## src/hw/rtl/bbc_pkg.sv

```systemverilog
// Shared types and constants of the bracket balance checker.
// No dependencies; used by bbc_front, bbc_queue, bbc_back and the top level.
`default_nettype none

package bbc_pkg;

   localparam int STACK_DEPTH_DEFAULT = 64;
   localparam int QUEUE_DEPTH = 2;

   localparam logic [7:0] CH_ROUND_OPEN   = 8'h28;
   localparam logic [7:0] CH_ROUND_CLOSE  = 8'h29;
   localparam logic [7:0] CH_SQUARE_OPEN  = 8'h5B;
   localparam logic [7:0] CH_SQUARE_CLOSE = 8'h5D;
   localparam logic [7:0] CH_CURLY_OPEN   = 8'h7B;
   localparam logic [7:0] CH_CURLY_CLOSE  = 8'h7D;

   typedef enum logic [1:0] {
      KIND_ROUND  = 2'd0,
      KIND_SQUARE = 2'd1,
      KIND_CURLY  = 2'd2
   } kind_type;

   typedef enum logic [2:0] {
      ST_OK          = 3'd0,
      ST_MISMATCH    = 3'd1,
      ST_EMPTY_CLOSE = 3'd2,
      ST_UNCLOSED    = 3'd3,
      ST_OVERFLOW    = 3'd4
   } status_type;

   typedef struct packed {
      kind_type kind;
      logic     is_open;
      logic     is_close;
      logic     last;
   } item_type;

endpackage

`default_nettype wire

```

## src/hw/rtl/bbc_rsp_if.sv

```systemverilog
// Verdict output channel of the bracket balance checker.
// Carries the balanced flag and the status code per item.
`default_nettype none

interface bbc_rsp_if;
   logic       valid;
   logic       ready;
   logic       balanced;
   logic [2:0] status;

   modport source (output valid, output balanced, output status, input ready);
   modport sink (input valid, input balanced, input status, output ready);
endinterface

`default_nettype wire

```

## src/hw/rtl/bbc_ram.sv

```systemverilog
// Generic single-write, single-read RAM with registered read data.
// No dependencies.
`default_nettype none

module bbc_ram #(
   parameter int WIDTH = 2,
   parameter int DEPTH = 64,
   localparam int ADDR_W = $clog2(DEPTH)
) (
   input  wire logic              clock,
   input  wire logic              wr_en,
   input  wire logic [ADDR_W-1:0] wr_addr,
   input  wire logic [WIDTH-1:0]  wr_data,
   input  wire logic [ADDR_W-1:0] rd_addr,
   output logic      [WIDTH-1:0]  rd_data
);

   logic [WIDTH-1:0] mem_ff [DEPTH];
   logic [WIDTH-1:0] rd_data_ff;

   always_ff @(posedge clock) begin
      if (wr_en) begin
         mem_ff[wr_addr] <= wr_data;
      end
      rd_data_ff <= mem_ff[rd_addr];
   end

   assign rd_data = rd_data_ff;

endmodule

`default_nettype wire

```

## src/hw/rtl/bbc_back.sv

```systemverilog
// Stack engine: pushes and pops bracket kinds and produces the verdict.
// Depends on bbc_pkg, bbc_rsp_if and bbc_ram.
`default_nettype none

module bbc_back #(
   parameter int STACK_DEPTH = bbc_pkg::STACK_DEPTH_DEFAULT
) (
   input  wire logic              clock,
   input  wire logic              reset,
   input  wire logic              item_valid,
   input  wire bbc_pkg::item_type item,
   output logic                   item_ready,
   bbc_rsp_if.source              rsp
);

   localparam int DEPTH_W = $clog2(STACK_DEPTH + 1);
   localparam int ADDR_W  = $clog2(STACK_DEPTH);

   logic [DEPTH_W-1:0]   depth_ff, depth_in;
   bbc_pkg::status_type  fail_ff, fail_in;
   bbc_pkg::kind_type    top_ff, top_in;
   logic                 bypass_ff, bypass_in;
   bbc_pkg::kind_type    bypass_kind_ff;
   logic                 out_valid_ff, out_valid_in;
   logic                 out_balanced_ff, out_balanced_in;
   bbc_pkg::status_type  out_status_ff, out_status_in;

   logic                 out_free, fire, push;
   bbc_pkg::kind_type    second;
   bbc_pkg::status_type  verdict;
   logic [DEPTH_W-1:0]   wr_depth, rd_depth;
   logic [1:0]           rd_data;

   // The top entry lives in top_ff; the RAM holds the entries below it.
   bbc_ram #(
      .WIDTH (2),
      .DEPTH (STACK_DEPTH)
   ) u_stack_ram (
      .clock   (clock),
      .wr_en   (push && (depth_ff != '0)),
      .wr_addr (wr_depth[ADDR_W-1:0]),
      .wr_data (top_ff),
      .rd_addr (rd_depth[ADDR_W-1:0]),
      .rd_data (rd_data)
   );

   assign out_free   = !out_valid_ff || rsp.ready;
   assign item_ready = !item.last || out_free;
   assign fire       = item_valid && item_ready;
   assign second     = bypass_ff ? bypass_kind_ff : bbc_pkg::kind_type'(rd_data);
   assign wr_depth   = depth_ff - DEPTH_W'(1);
   assign rd_depth   = depth_in - DEPTH_W'(2);

   always_comb begin
      depth_in = depth_ff;
      fail_in  = fail_ff;
      top_in   = top_ff;
      push     = 1'b0;
      if (fire && (fail_ff == bbc_pkg::ST_OK)) begin
         if (item.is_open) begin
            if (depth_ff == DEPTH_W'(STACK_DEPTH)) begin
               fail_in = bbc_pkg::ST_OVERFLOW;
            end else begin
               push     = 1'b1;
               depth_in = depth_ff + DEPTH_W'(1);
               top_in   = item.kind;
            end
         end else if (item.is_close) begin
            if (depth_ff == '0) begin
               fail_in = bbc_pkg::ST_EMPTY_CLOSE;
            end else begin
               depth_in = depth_ff - DEPTH_W'(1);
               top_in   = second;
               if (top_ff != item.kind) begin
                  fail_in = bbc_pkg::ST_MISMATCH;
               end
            end
         end
      end

      if (fail_in != bbc_pkg::ST_OK) begin
         verdict = fail_in;
      end else if (depth_in != '0) begin
         verdict = bbc_pkg::ST_UNCLOSED;
      end else begin
         verdict = bbc_pkg::ST_OK;
      end

      out_valid_in    = out_valid_ff;
      out_balanced_in = out_balanced_ff;
      out_status_in   = out_status_ff;
      if (fire && item.last) begin
         out_valid_in    = 1'b1;
         out_balanced_in = verdict == bbc_pkg::ST_OK;
         out_status_in   = verdict;
         depth_in        = '0;
         fail_in         = bbc_pkg::ST_OK;
      end else if (rsp.ready) begin
         out_valid_in = 1'b0;
      end

      bypass_in = push;
   end

   always_ff @(posedge clock) begin
      if (reset) begin
         depth_ff     <= '0;
         fail_ff      <= bbc_pkg::ST_OK;
         bypass_ff    <= 1'b0;
         out_valid_ff <= 1'b0;
      end else begin
         depth_ff     <= depth_in;
         fail_ff      <= fail_in;
         bypass_ff    <= bypass_in;
         out_valid_ff <= out_valid_in;
      end
      top_ff          <= top_in;
      bypass_kind_ff  <= top_ff;
      out_balanced_ff <= out_balanced_in;
      out_status_ff   <= out_status_in;
   end

   assign rsp.valid    = out_valid_ff;
   assign rsp.balanced = out_balanced_ff;
   assign rsp.status   = out_status_ff;

endmodule

`default_nettype wire

```

## src/flat_wrapper.sv

```systemverilog
// flat-port wrapper written by rule: the top's interface ports become plain ports
module bbc_back_flat 
#(
   parameter int STACK_DEPTH = bbc_pkg::STACK_DEPTH_DEFAULT
)
  (clock, reset, item_valid, item, item_ready, rsp_valid, rsp_balanced, rsp_status, rsp_ready);
  bbc_rsp_if rsp_i ();
  input  wire logic clock;
  input  wire logic reset;
  input  wire logic item_valid;
  input  wire bbc_pkg::item_type item;
  output logic item_ready;
  output wire logic [$bits(rsp_i.valid)-1:0] rsp_valid;
  output wire logic [$bits(rsp_i.balanced)-1:0] rsp_balanced;
  output wire logic [$bits(rsp_i.status)-1:0] rsp_status;
  input wire logic [$bits(rsp_i.ready)-1:0] rsp_ready;
  assign rsp_valid = rsp_i.valid;
  assign rsp_balanced = rsp_i.balanced;
  assign rsp_status = rsp_i.status;
  assign rsp_i.ready = rsp_ready;
  bbc_back #(.STACK_DEPTH(STACK_DEPTH)) u_core (.clock(clock), .reset(reset), .item_valid(item_valid), .item(item), .item_ready(item_ready), .rsp(rsp_i));
endmodule
```

## config.mk

```make
export PLATFORM = sky130hd
export DESIGN_NAME = bbc_back_flat
export DESIGN_NICKNAME = d
export VERILOG_FILES = /design/src/hw/rtl/bbc_pkg.sv /design/src/hw/rtl/bbc_rsp_if.sv /design/src/hw/rtl/bbc_ram.sv /design/src/hw/rtl/bbc_back.sv /design/src/flat_wrapper.sv
export SDC_FILE = /design/constraint.sdc
export NUM_CORES = 1
export LEC_CHECK = 0
export BUFFER_PORTS_ARGS = -buffer_cell sky130_fd_sc_hd__buf_2
export CAP_MARGIN = 20
export CORE_MARGIN = 1
export CORE_UTILIZATION = 40
export DETAILED_ROUTE_END_ITERATION = 16
export PLACE_DENSITY = 0.52
export SETUP_SLACK_MARGIN = 0.1
export SYNTH_ARGS = -nofsm -noshare
export SYNTH_HDL_FRONTEND = slang
export SYNTH_HIERARCHICAL = 1
export SYNTH_SLANG_ARGS = --single-unit
```

## constraint.sdc

```tcl
create_clock -name clock -period 4.9 [get_ports clock]
set_clock_uncertainty 0.2 [all_clocks]
set_input_delay 0.245 -clock clock [delete_from_list [all_inputs] [get_ports clock]]
set_output_delay 0.245 -clock clock [all_outputs]
set_load 0.02 [all_outputs]
```

==> results.sh <==
export IMPL_outcome="finished, final reports clean"
export IMPL_synthCells=481
export IMPL_slew_viol_final=0
export IMPL_die_y_um=132.1
export IMPL_first_iter_violations=387
export IMPL_cts_root_buffer="clkbuf_16"
export IMPL_synth_main_ff_cell="edfxtp_1"
export IMPL_grt_usage_pct=18.81
export IMPL_n_antenna_cell=0
export IMPL_synth_simple_area_share_pct=13.49
export IMPL_regArea_mm2=0.004344
export IMPL_dp_hpwl_um=9920
export IMPL_tightest_slew_ns=0.9370
export IMPL_met2_wirelength_um=7503
export IMPL_numCtsBuffers=17
export IMPL_worstPathMaxFanout=30
export IMPL_clock_sinks=150
export IMPL_hold_depth=3
export IMPL_core_mm2=0.01658
export IMPL_fin_crit_ns=4.307
export IMPL_synthMuxAreaShare_pct=11.01
export IMPL_fin_tns_setup_ns=0
export IMPL_cts_tree="yes"
export IMPL_first_pass_iters=5
export IMPL_routed_wirelength_um=15390
export IMPL_die_w_um=132.1
export IMPL_hold_path_class="input pin to flop"
export IMPL_fill_cells=1516
export IMPL_synth_seq_cells=150
export IMPL_rows=47
export IMPL_seq_area_frac_synth_pct=64.15
export IMPL_max_freq_mhz=232.2
export IMPL_arrival_ns=4.41
export IMPL_routed_top_layer="met4"
export IMPL_numPortBuffers=14
export IMPL_synthXorXnorAreaFrac_pct=0.9054
export IMPL_rsz0062_at_grt="false"
export IMPL_synth_enable_flop_cells=134
export IMPL_netlist_area_mm2=0.006771
export IMPL_drive_gt1_share_pct=18.16
export IMPL_cap_violations=0
export IMPL_ir_drop_mv=0.2484
export IMPL_reg2reg_to="u_core/u_stack_ram/rd_data[0]"
export IMPL_met1_length_um=6972
export IMPL_vias=4139
export IMPL_top_level_ports=15
export IMPL_ff2ff_path_depth=13
export IMPL_dieArea_mm2=0.01745
export IMPL_syn_nets=494
export IMPL_grt_max_degree=67
export IMPL_avgSynthCellArea_um2=14.08
export IMPL_wl_met3_um=611
export IMPL_hp_start="item[2]"
export IMPL_synth_top_area_share_pct=59.42
export IMPL_wire_per_inst_um=21.02
export IMPL_fin_area_mm2=0.007662
export IMPL_syn2layout_area_growth_pct=13.16
export IMPL_dp_slack_ns=0.6731
export IMPL_start_util_pct=40.83
export IMPL_synth_top_family_by_area="simple AND/OR/NAND/NOR gates"
export IMPL_drc_errors=0
export IMPL_fin_cells=732
export IMPL_min_to="u_core/bypass_ff"
export IMPL_first_global_vias=4068
export IMPL_antenna_found_initial=0
export IMPL_rrSetupSlack_ns=0.59
export IMPL_synth_compound_area_share_pct=6.911
export IMPL_p_leak_nw=2.453
export IMPL_fin_crit_sh_pct=87.90
export IMPL_htree_levels=4
export IMPL_dp_cells=696
export IMPL_power_density_mw_per_mm2=410.5
export IMPL_final_setup_worst_slack_ns=0.5927
export IMPL_gp_congestion=0.8188
export IMPL_endpoint_kind="flop"
export IMPL_async_flop_share_pct=0
export IMPL_layout_nets=512
export IMPL_startpoint_type="flop"
export IMPL_grt_pass1_wl_um=23830
export IMPL_yosysTopAreaCell="edfxtp_1"
export IMPL_clkTransAtPathRegs_ns=0.06
export IMPL_clk_latency_ns=0.42
export IMPL_dpl_cell_area_mm2=0.007034
export IMPL_yosys_area_share_adder_pct=0.7391
export IMPL_rr_startpoint="u_core/depth_ff[0]"
export IMPL_via_per_inst=5.654
export IMPL_yosysUniqueCellTypes=64
export IMPL_setup_violations=0
export IMPL_worstPathRequired_ns=5.00
export IMPL_clock_path_buffers=2
export IMPL_hold_slack_ns=0.09423
export IMPL_post_cts_resized=0
export IMPL_hold_viol_final=0
export IMPL_yosys_top_cells_area="edfxtp_1 (59%), mux4_2 (9.6%), nor2_1 (4.8%)"
export IMPL_multi_input_area_mm2=0.002246
export IMPL_drtAntennaViolNets=0
export IMPL_path_class="flop to flop"
export IMPL_max_slew_margin_pct=37.32
export IMPL_ys_warn_count=6
export IMPL_gr_total_overflow=0
stage by stage:
| stage | util, % | total power, mW |
|---|---|---|
| global route | 46.20 | 3.263 |
| global placement | 42.42 | 1.869 |
| floorplan | - | 1.762 |
| CTS | 46.20 | 3.181 |
| detailed placement | 42.42 | 1.869 |
| finish | 46.20 | 3.145 |
state kept, by name, indices dropped and copies added (netlist names):
register,count
u_core/top_ff,2
u_core/depth_ff,7
u_core/fail_ff,3
u_core/rsp.balanced,1
u_core/bypass_kind_ff,2
u_core/u_stack_ram/rd_data,2
u_core/bypass_ff,1
u_core/rsp.valid,1
u_core/rsp.status,3
u_core/u_stack_ram/mem_ff,128
metal layers:
metal / global-route usage (%) / vias up
met5: 0 / -
met4: 6.977 / 0
met3: 3.960 / 27
met2: 29.98 / 103
met1: 25.42 / 2118
li1: - / 1891
worst max-delay path, cell delays in order (launching register included):
cell and delay [ns]:
dfxtp_1 0.36, inv_1 0.26, ha_1 0.29, or3b_2 0.47, o21ai_0 0.18, mux2_2 0.35
o221ai_1 0.31, nand2b_1 0.19, buf_4 0.43, mux4_2 0.42, a22o_1 0.23, o21ai_0 0.16
a21oi_1 0.09, a211o_1 0.23
what timing repair did:
action                                 4_1_cts  5_1_grt
hold buffers                                 4        0
endpoints found under the hold margin        4        0
setup buffers                                0        0
synthesized netlist by cell type (3+ instances only):
cell	n
a21o_1	3
a21oi_1	4
a22oi_1	6
a311oi_1	4
a31oi_1	8
a41oi_1	3
and2_1	5
and3_1	4
buf_2	4
buf_4	4
buf_6	5
clkbuf_1	12
dfxtp_1	16
edfxtp_1	134
ha_1	4
inv_1	9
mux2i_1	7
mux4_2	29
nand2_1	22
nand2b_1	8
nand3_1	13
nand3b_1	7
nand4_1	3
nor2_1	87
nor2b_1	9
nor3_1	5
nor3b_1	3
o21ai_0	12
or2_2	3
xnor2_1	5
cell type report:
class / count / area share (%)
Inverter: 9 / 0.4409
Tap cell: 220 / 3.592
Sequential cell: 150 / 56.70
Timing Repair Buffer: 25 / 2.286
Clock inverter: 13 / 2.025
Multi-Input combinational cell: 296 / 29.31
Clock buffer: 19 / 5.650
power breakdown:
part	switching [mW]	internal (mW)	total, mW
Combinational	0.248	0.155	0.403
Clock	0.504	0.798	1.30
Sequential	0.00974	1.43	1.44
Total	0.762	2.38	3.15
worst max path at each step:
| stage | to | start |
|---|---|---|
| 3_5_place_dp | u_core/u_stack_ram/rd_data[0] | u_core/depth_ff[0] |
| 3_3_place_gp | u_core/u_stack_ram/rd_data[0] | u_core/depth_ff[0] |
| 2_1_floorplan | u_core/u_stack_ram/rd_data[0] | u_core/depth_ff[0] |
| 5_1_grt | u_core/u_stack_ram/rd_data[0] | u_core/depth_ff[0] |
| 6_report | u_core/u_stack_ram/rd_data[0] | u_core/depth_ff[0] |
| 4_1_cts | u_core/u_stack_ram/rd_data[0] | u_core/depth_ff[0] |
cells in the final DEF (no fill, tap or decap), types with 8 or more instances in the layout:
cell type | synthesis | layout
nand2_1 | 22 | 22
inv_1 | 9 | 9
clkbuf_16 | 0 | 17
a31oi_1 | 8 | 8
dfxtp_1 | 16 | 16
buf_2 | 4 | 14
mux4_2 | 29 | 29
nor2_1 | 87 | 86
nand2b_1 | 8 | 8
o21ai_0 | 12 | 12
edfxtp_1 | 134 | 134
nor2b_1 | 9 | 9
nand3_1 | 13 | 13
cell families (layout without fill, tap and decap cells):
kind of cell / count (synthesis) / in the layout
xor+xnor: 7 / 7
mux: 38 / 38
simple gates: 185 / 185
fa+ha+maj: 4 / 4
buf+inv: 35 / 66
flops: 150 / 150
compound gates: 62 / 62
Power figures use the tool's default switching activity.
